`src/sv/tppp_pkg.sv`:
```
package tppp_pkg;

   // field widths
   localparam int OP_W     = 1;
   localparam int SLOT_W   = 8;
   localparam int WORD_W   = 32;
   localparam int INDEX_W  = 8;
   localparam int POS_W    = 10;
   localparam int COLOR_W  = 24;

   // counter widths
   localparam int PIX_W    = 7;
   localparam int COL_W    = 6;
   localparam int DONE_W   = 13;
   localparam int TPR_W    = 7;
   localparam int TC_W     = 14;

   // tile geometry and register limits
   localparam int TILE_PIXELS    = 128;
   localparam int ROW_TILES_MAX  = 64;
   localparam int TILE_COUNT_MAX = 8192;

   // configuration port
   localparam int CSR_IDX_W  = 1;
   localparam int CSR_DATA_W = 14;

   typedef enum logic [CSR_IDX_W-1:0] {
      CSR_TILES_PER_ROW = 1'b0,
      CSR_TILE_COUNT    = 1'b1
   } csr_index_type;

   typedef enum logic [OP_W-1:0] {
      OP_LOAD  = 1'b0,
      OP_PIXEL = 1'b1
   } op_type;

   // position of the current pixel in the linear image
   typedef struct packed {
      logic [POS_W-1:0] x;
      logic [POS_W-1:0] y;
      logic             last;
   } pos_type;

endpackage

```
`src/sv/tppp_walk.sv`:
```
module tppp_walk #(
   parameter int MAX_TILE_ROWS = 128
) (
   input  logic                        clock,
   input  logic                        reset,
   input  logic                        step,
   input  logic [tppp_pkg::TPR_W-1:0]  tiles_per_row,
   input  logic [tppp_pkg::TC_W-1:0]   tile_count,
   output tppp_pkg::pos_type           pos
);
   import tppp_pkg::*;

   localparam int ROW_W = (MAX_TILE_ROWS > 1) ? $clog2(MAX_TILE_ROWS) : 1;

   logic [PIX_W-1:0]  pixel_ff,  pixel_in;
   logic [COL_W-1:0]  col_ff,    col_in;
   logic [ROW_W-1:0]  row_ff,    row_in;
   logic [DONE_W-1:0] done_ff,   done_in;

   logic [TPR_W-1:0]   row_tiles;
   logic [TC_W-1:0]    count_eff;
   logic               col_end;
   logic               row_end;
   logic               last_tile;
   logic               tile_end;
   logic [ROW_W+2:0]   y_full;
   logic [ROW_W+12:0]  y_wide;

   // clamp the configured sizes to their legal ranges
   always_comb begin
      if (tiles_per_row == '0) begin
         row_tiles = TPR_W'(1);
      end else if (tiles_per_row > TPR_W'(ROW_TILES_MAX)) begin
         row_tiles = TPR_W'(ROW_TILES_MAX);
      end else begin
         row_tiles = tiles_per_row;
      end
      if (tile_count == '0) begin
         count_eff = TC_W'(1);
      end else if (tile_count > TC_W'(TILE_COUNT_MAX)) begin
         count_eff = TC_W'(TILE_COUNT_MAX);
      end else begin
         count_eff = tile_count;
      end
   end

   // end-of-tile, end-of-row and end-of-image flags
   assign tile_end  = (pixel_ff == PIX_W'(TILE_PIXELS - 1));
   assign last_tile = (TC_W'(done_ff) + TC_W'(1)) >= count_eff;
   assign col_end   = (TPR_W'(col_ff) + TPR_W'(1)) >= row_tiles;
   assign row_end   = ((ROW_W+1)'(row_ff) + (ROW_W+1)'(1)) >= (ROW_W+1)'(MAX_TILE_ROWS);

   // linear position from the counters
   assign y_full   = {row_ff, pixel_ff[PIX_W-1:4]};
   assign y_wide   = (ROW_W+13)'(y_full);
   assign pos.x    = {col_ff, pixel_ff[3:0]};
   assign pos.y    = y_wide[POS_W-1:0];
   assign pos.last = last_tile && tile_end;

   // counter advance per placed pixel
   always_comb begin
      pixel_in = pixel_ff;
      col_in   = col_ff;
      row_in   = row_ff;
      done_in  = done_ff;
      if (step) begin
         if (!tile_end) begin
            pixel_in = pixel_ff + PIX_W'(1);
         end else if (last_tile) begin
            pixel_in = '0;
            col_in   = '0;
            row_in   = '0;
            done_in  = '0;
         end else begin
            pixel_in = '0;
            done_in  = done_ff + DONE_W'(1);
            if (col_end) begin
               col_in = '0;
               row_in = row_end ? '0 : row_ff + ROW_W'(1);
            end else begin
               col_in = col_ff + COL_W'(1);
            end
         end
      end
   end

   always_ff @(posedge clock) begin
      if (reset) begin
         pixel_ff <= '0;
         col_ff   <= '0;
         row_ff   <= '0;
         done_ff  <= '0;
      end else begin
         pixel_ff <= pixel_in;
         col_ff   <= col_in;
         row_ff   <= row_in;
         done_ff  <= done_in;
      end
   end

endmodule

```
`config.mk`:
```
export PLATFORM = sky130hd
export DESIGN_NAME = tppp_walk
export DESIGN_NICKNAME = d
export VERILOG_FILES = /design/src/sv/tppp_pkg.sv /design/src/sv/tppp_walk.sv
export SDC_FILE = /design/constraint.sdc
export NUM_CORES = 1
export LEC_CHECK = 0
export BUFFER_PORTS_ARGS = -buffer_cell sky130_fd_sc_hd__clkbuf_2
export CAP_MARGIN = 20
export CORE_UTILIZATION = 50
export CTS_BUF_LIST = sky130_fd_sc_hd__clkbuf_4 sky130_fd_sc_hd__clkbuf_8 sky130_fd_sc_hd__clkbuf_16
export DETAILED_ROUTE_END_ITERATION = 12
export PLACE_DENSITY = 0.76
export SKIP_LAST_GASP = 1
export SYNTH_ARGS = -nofsm -noshare
export SYNTH_HDL_FRONTEND = slang
export SYNTH_SLANG_ARGS = --single-unit
```
`constraint.sdc`:
```
create_clock -name clock -period 3.5 [get_ports clock]
set_clock_uncertainty 0.1 [all_clocks]
set_input_delay 0.175 -clock clock [delete_from_list [all_inputs] [get_ports clock]]
set_output_delay 0.175 -clock clock [all_outputs]
set_load 0.02 [all_outputs]
```
* Yosys cells after proc, flatten, opt, wreduce, memory -nomap -nowiden
Index checks and enable logic that the tools add are counted.
Storage, ports and cells: register bits after elaboration 33, word-level logic and storage cells 34
Cells by class: multiplexer cells 11, reduce and logical (&&, ||, !) cells 6, $add $sub $neg 7, $lt $le $gt $ge 5, equality and inequality tests 1
Operators by type and width (number):
- 2-to-1 mux 7 bit | 6
- 2-to-1 mux 14 bit | 2
- adder 13 x 1 -> 14 bit, second input constant | 1
- adder 7 x 1 -> 7 bit, second input constant | 2
- >= comparator 14 bit | 1
- > comparator 14 bit, second input constant | 1
- logical NOT 14 bit | 1
- adder 13 x 1 -> 13 bit, second input constant | 1
- 2-to-1 mux 13 bit | 1
- 2-to-1 mux 6 bit | 2
- adder 7 x 1 -> 8 bit, second input constant | 1
- >= comparator 8 bit, second input constant | 1
- adder 6 x 1 -> 7 bit, second input constant | 1
- == test 7 bit, second input constant | 1
- >= comparator 7 bit | 1
- > comparator 7 bit, second input constant | 1
- logical NOT 7 bit | 1
- adder 6 x 1 -> 6 bit, second input constant | 1
- AND reduction 3 bit | 1
- AND reduction 2 bit | 1
- nonzero test 2 bit | 1
- logical AND 1 bit | 1

* Longest topological paths before layout
Gate-level depths: netlist of the first run.
depth in word-level cells 6, mapped depth 14

* Worst setup path after synthesis of the first run
OpenSTA, ideal clock, no wires.
path kind flip-flop to flip-flop, from register done_ff[0], to register row_ff[2], clock period less this slack 3.353 ns, arrival time 3.131 ns, slack 0.147 ns, stages on the path, launching flop included 14, required time 3.278 ns, cells stage by stage dfxtp_1 -> ha_1 -> and3_1 -> nand3_1 -> nor2_1 -> nand3_1 -> xnor2_1 -> ha_1 -> a21oi_2 -> nand2_2 -> a221oi_4 -> a31oi_4 -> and3b_4 -> a311o_1
Between the ends: longest elaborated chain between the ends 4
RTL lines:
- from (decl) | RTL line tppp_walk.sv:18 | logic [DONE_W-1:0] done_ff, done_in;
- from (signal assigned) | RTL line tppp_walk.sv:97 | done_ff <= done_in;
- adder 13 x 1 -> 14 bit (*) | RTL line tppp_walk.sv:49 | assign last_tile = (TC_W'(done_ff) + TC_W'(1)) >= count_eff;
- >= comparator 14 bit (*) | RTL line tppp_walk.sv:49
- nonzero test 2 bit (no source line)
- AND reduction 3 bit (no source line)
- to (signal assigned) | RTL line tppp_walk.sv:96 | row_ff <= row_in;
- to (decl) | RTL line tppp_walk.sv:17 | logic [ROW_W-1:0] row_ff, row_in;
Every way passes the cells marked *; elsewhere a longest branch is shown, timed or not. A chain may end at the register's enable or synchronous reset.

* Final worst setup path of the first run
from register done_ff[1], to register col_ff[0]
Between the ends: longest elaborated chain between the ends 3
RTL lines:
- adder 13 x 1 -> 14 bit | RTL line tppp_walk.sv:49
- >= comparator 14 bit | RTL line tppp_walk.sv:49
- 2-to-1 mux 6 bit | RTL line tppp_walk.sv:69 | end else if (last_tile) begin
- to (signal assigned) | RTL line tppp_walk.sv:95 | col_ff <= col_in;
- to (decl) | RTL line tppp_walk.sv:16 | logic [COL_W-1:0] col_ff, col_in;
Every way passes these cells.

==> results of run 1 <==
-- cell usage in the layout, fill, tap and decap left out, types with 3 or more instances in the layout --
cell,synthesis,final
a21oi_2,2,3
inv_1,7,7
a21o_1,6,6
clkbuf_8,0,6
xor2_1,10,10
ha_1,25,25
a21oi_1,19,18
nor3b_1,3,3
nor3_1,7,6
nand2b_1,4,4
dfxtp_1,33,33
nor4_1,4,4
nand3_1,17,16
nand4_1,6,6
and3_1,5,5
nand2_1,37,37
nor2_1,23,22
buf_4,1,8
o21ai_0,7,7
clkbuf_2,0,44
a22o_1,9,9
xnor2_1,8,8
-- cell type report --
cell class,instances,area (um2)
inverters,7,26.3
well taps,52,65.1
clock buffers,7,90.1
clock inverters,1,30.0
fillers,397,1630
flip-flops and latches,33,661
repair buffers,52,280
multi-input cells,230,1610
-- power by group through the flow --
| stage | clock, uW | combinational, uW | sequential [uW] |
|---|---|---|---|
| after floorplan | 0 | 51.0 | 404 |
| after global placement | 0 | 87.2 | 398 |
| after detailed placement | 0 | 89.3 | 398 |
| after CTS | 379 | 89.9 | 390 |
| after global routing | 397 | 103 | 390 |
| final | 371 | 90.6 | 390 |
-- state kept, by name, summed over array words and instances, names as in the netlist --
register,cells
col_ff,6
row_ff,7
pixel_ff,7
done_ff,13
-- final timing paths --
path / start / to / slack (ps) / cells past startpoint
max: done_ff[1] / col_ff[0] / 170 / 14
min: step / pixel_ff[1] / 130 / 3
max reg2reg: done_ff[1] / col_ff[0] / 170 / 14
min reg2reg: pixel_ff[6] / pixel_ff[6] / 410 / 2
-- critical path: stages (launching register included) --
cell	delay, ps
dfxtp_1	370
ha_1	230
and3_1	210
nand3_1	120
nor2_2	180
nand3_1	110
xnor2_1	220
ha_1	310
a21oi_2	170
nand2_2	80
a221oi_4	240
buf_4	210
nand2_2	70
or4b_1	510
a21oi_1	150
-- synth_stat cells (all sizes together), types with 2 or more instances --
library cell   n  area share
inv            7       0.011
and3           6       0.017
nor2          25       0.045
clkbuf         5      0.0081
or2            3      0.0081
a31oi          2       0.012
nand2         39       0.066
a22o           9       0.034
xnor2          8       0.030
o21ai          9       0.020
o311ai         2       0.015
a21oi         21       0.049
nor3b          3      0.0098
a32o           2      0.0087
nor3           7       0.015
buf            2      0.0054
nor4           4       0.011
dfxtp         33        0.29
or3            3      0.0087
nand2b         4       0.011
a21o           6       0.020
xor2          10       0.038
nand4          7       0.022
ha            25        0.14
nand3         17       0.037
-- cell families after synthesis --
group,Yosys count,synth area share
adder cells (fa/ha/maj),25,0.136
AO/OA/AOI/OAI,62,0.206
flip-flops,33,0.287
buffers and inverters,14,0.0250
multiplexers,2,0.00923
XOR/XNOR,18,0.0684
AND/OR/NAND/NOR,123,0.269
-- stage by stage --
stage | cell area, um2 | instances | hold slack, ps | setup slack, ps
2_1_floorplan | 2300 | 277 | 227 | 147
3_3_place_gp | 2590 | 370 | 388 | 182
3_5_place_dp | 2590 | 370 | 399 | 27.9
4_1_cts | 2710 | 378 | 127 | 18.6
5_1_grt | 2760 | 382 | 182 | -9.17
6_report | 2760 | 382 | 130 | 168
-- what timing repair did --
item                                    in CTS  in global routing
resized for setup                            0                  5
endpoints found under the setup margin       0                 27
hold buffers                                 0                  0
buffers inserted                             0                  4
-- per-layer routing --
layer  GRT usage  vias to the layer above  wire (um)
met5           0                        -          0
met4      0.0600                        0         55
met3      0.0534                        8        279
met2       0.356                       50       2260
met1       0.294                      957       2350
li1            -                     1118          -
==> results.tsv, run 1 <==
stage	metric	value	unit
floorplan	FP Rows	24	
yosys	flops & latches, synth	33	
clock_network	clock tree buffer depth	2	
hold_path	Hold Crit Class	in -> reg	
place	Port Buffer Count	44	
floorplan	Core Box Area	4380	um2
detailed_routing	initial DRC count	89	
layout	# diodes	0	
pwr	sw frac	0.227	
floorplan	die area	4880	um2
clock_network	CTS tree	built	
yosys	synth warn	0	
floorplan	Die Y	69.9	um
layout	post-layout util	0.629	
yosys	Syn Std Cell Area	2300	um2
global_routing	maximum number of pins on one net before global-route repair	19	
clock_network	H-tree levels	2	
critical_path	crit-path max FO	7	
timing	setup violators final	0	
timing	Relative slew margins	0.381	
layout	synth-to-layout area growth	19.7	%
clock_network	Worst-Skew Late Latency	280	ps
yosys	count of different cell masters after synthesis	55	
pwr	NetSw	193	uW
critical_path	Worst EP arrival	3450	ps
yosys	Mapped Cells	277	
global_routing	GR Util All Layers	0.221	
place	routability-driven placement congestion ratio	0.805	
pwr	leak pwr	0.00129	uW
critical_path	Required @ worst endpoint	3610	ps
yosys	Post-synth EDFFs	0	
detailed_routing	Vias/cell	5.58	
pwr	Max VDD drop	0.207	mV
pwr	power per standard cell area	309	nW/um2
critical_path	CP Class	reg -> reg	
layout	Nets	378	
clock_network	CTS root buffer	clkbuf_8	
clock_network	Clock Sinks	33	
detailed_routing	DR vias	2133	
global_routing	GR Overflow Total	0	
yosys	sequential area share after synthesis	0.287	
global_routing	number of global-route vias before repair	1990	
pwr	power share of the combinational group	0.106	
timing	Setup TNS Final	0	ps
timing	Worst Max-Slew Pin Slew	925	ps
critical_path	CP Launch Type	register	
yosys	top_reg_cell synth	dfxtp_1	
place	hpwl dp	3830	um
global_routing	initial antenna violation count	0	
detailed_routing	drt drc	0	
yosys	post-synth net total	326	
layout	layout cell share with drive strength beyond 1	0.248	
floorplan	Top Ports	45	
detailed_routing	final WL	4950	um
timing	FMAX	300	MHz
detailed_routing	Pre-antenna DRT Iters	4	
yosys	Async SR Flop Fraction	0	
clock_network	Reg clk slew, reported paths	70	ps
run	number of max-cap violations	0	
critical_path	CP endpoint kind	register	
timing	Final period util	0.952	
yosys	Mean Syn Cell Area	8.32	um2
detailed_routing	final antenna-violating net count	0	
outcome	status	finished, final reports clean	
global_routing	first-pass GRT wire length	8800	um
floorplan	Starting Density	0.526	
detailed_routing	Routed WL per cell	12.9	um
timing	Max Slew Vio Count	0	
timing	crit path time final	3330	ps
pwr	P_int	658	uW
pwr	clock network fraction of total power	0.436	
pwr	Pwr Total	851	uW
clock_network	cts bufs inserted	5	
floorplan	die extent in x	69.9	um
timing	Final Hold Fails	0	
pwr	share of power burned in registers	0.458	
Power figures use the tool's default switching activity.
==> run 2: changes to the inputs <==
- CORE_UTILIZATION: 50 -> 60
- PLACE_DENSITY: 0.76 -> 0.86
- clock period: 3.5 -> 4.1 ns (I/O delays scaled with it)
==> run 2 against run 1 <==
Compared with the run above:
- sequential cell count stayed put
- sequential share of layout area increased by 1.0 points
- final cell count decreased by 2.9%
- clock-buffer cell count shrank 1
- highest routed layer unchanged
- routed wire length increased by 0.97%
- critical path depth fell by 1
- clock power down 35%
- non-clock buffer count is 7 lower
- setup slack gained 170 ps
- final area decreased by 4.0%
- worst hold slack improved by 29 ps
- fmax decreased by 11%
- critical path type unchanged
==> results.tsv, run 2 (synthesis results as in run 1) <==
stage	metric	value	unit
outcome	status	finished, final reports clean	
pwr	clock network fraction of total power	0.372	
clock_network	cts bufs inserted	5	
pwr	Pwr Total	653	uW
floorplan	Top Ports	45	
global_routing	maximum number of pins on one net before global-route repair	19	
global_routing	GR Util All Layers	0.278	
place	routability-driven placement congestion ratio	0.811	
clock_network	CTS tree	built	
clock_network	hold_buf cts	0	
hold_path	Hold Crit Class	in -> reg	
critical_path	CP Launch Type	register	
pwr	share of power burned in registers	0.509	
layout	top flop regs	done_ff x13, pixel_ff x7, row_ff x7	
timing	FMAX	266	MHz
global_routing	GR Overflow Total	0	
timing	crit path time final	3760	ps
clock_network	clock tree buffer depth	2	
critical_path	CP Class	reg -> reg	
clock_network	Reg clk slew, reported paths	70	ps
pwr	P_int	481	uW
pwr	sw frac	0.264	
detailed_routing	drt drc	0	
detailed_routing	final WL	4990	um
pwr	power share of the combinational group	0.119	
detailed_routing	Vias/cell	5.81	
layout	Nets	371	
pwr	leak pwr	0.00124	uW
clock_network	CTS root buffer	clkbuf_8	
timing	Final Hold Fails	0	
layout	Biggest register	done_ff	
critical_path	Required @ worst endpoint	4170	ps
detailed_routing	initial DRC count	112	
clock_network	CTS resizes	0	
critical_path	crit-path max FO	9	
global_routing	number of global-route vias before repair	2017	
timing	Setup TNS Final	0	ps
timing	setup violators final	0	
detailed_routing	final antenna-violating net count	0	
clock_network	Worst-Skew Late Latency	290	ps
layout	commonest cells after routing, fill and taps aside	clkbuf_2, nand2_1, dfxtp_1	
global_routing	first-pass GRT wire length	8910	um
detailed_routing	Pre-antenna DRT Iters	4	
floorplan	Starting Density	0.630	
timing	PnR worst setup slack	337	ps
critical_path	CP endpoint kind	register	
critical_path	Worst EP arrival	3830	ps
layout	post-layout util	0.723	
global_routing	initial antenna violation count	0	
clock_network	H-tree levels	2	
clock_network	post-CTS setup buffer count	0	
pwr	NetSw	172	uW
clock_network	Clock Sinks	33	
detailed_routing	DR vias	2157	
floorplan	die extent in x	64.0	um
detailed_routing	Routed WL per cell	13.5	um
pwr	power per standard cell area	247	nW/um2
floorplan	Die Y	64.0	um
layout	synth-to-layout area growth	14.9	%
timing	Relative slew margins	0.430	
place	hpwl dp	3910	um
timing	Final period util	0.918	
floorplan	FP Rows	22	
critical_path	reg2reg setup slack	340	ps
layout	# diodes	0	
layout	max FFs per register	13	
place	Placement Setup Slack	367	ps
pwr	Max VDD drop	0.219	mV
run	number of max-cap violations	0	
floorplan	Core Box Area	3660	um2
timing	unrepaired setup endpoints after global routing	no	
timing	Max Slew Vio Count	0	
layout	commonest non-fill, non-tap cell in the layout	clkbuf_2	
layout	layout cell share with drive strength beyond 1	0.217	
timing	Worst Max-Slew Pin Slew	852	ps
place	Port Buffer Count	44	
floorplan	die area	4090	um2
[run 2: cell type report]
cell class / count / area, um2
Multi-Input combinational cell: 230 / 1590
Fill cell: 305 / 1010
Sequential cell: 33 / 661
Timing Repair Buffer: 45 / 228
Clock buffer: 6 / 76.3
Tap cell: 48 / 60.1
Inverter: 7 / 26.3
Clock inverter: 2 / 10.0
[run 2: worst max-delay path, stage by stage, from the launching register on]
cell and delay (ps):
dfxtp_1 410, ha_1 240, and3_1 220, nand3_1 220
nor2_1 270, nand3_1 130, xnor2_1 210, ha_1 300
a21oi_2 160, nand2_2 80, a221oi_4 500, a31oi_4 210
and3b_4 260, a311o_1 350
[run 2: stage by stage]
step                hold slack (ps)  cell area, um2  instances
floorplan                       257            2300        277
global placement                389            2560        363
detailed placement              394            2560        363
CTS                             160            2650        371
global route                    222            2650        371
finish                          160            2650        371
[run 2: layer usage]
layer | part of all wire | global-route usage | wire [um]
met1 | 0.46 | 0.347 | 2320
met2 | 0.48 | 0.457 | 2420
met3 | 0.035 | 0.0500 | 176
met4 | 0.016 | 0.136 | 80
met5 | 0 | 0 | 0
[run 2: worst paths after layout]
check,from,endpoint,cells after the start
worst min register to register,pixel_ff[6],pixel_ff[6],2
worst max register to register,done_ff[0],row_ff[2],13
worst min-delay path,step,pixel_ff[1],3
worst max-delay path,done_ff[0],row_ff[2],13
[run 2: power groups by stage]
stage	Combinational (uW)	Sequential [uW]	Clock, uW
floorplan	43.6	345	0
finish	77.4	333	243
detailed placement	77.1	340	0
global placement	74.1	339	0
CTS	77.7	332	245
global route	88.5	333	259
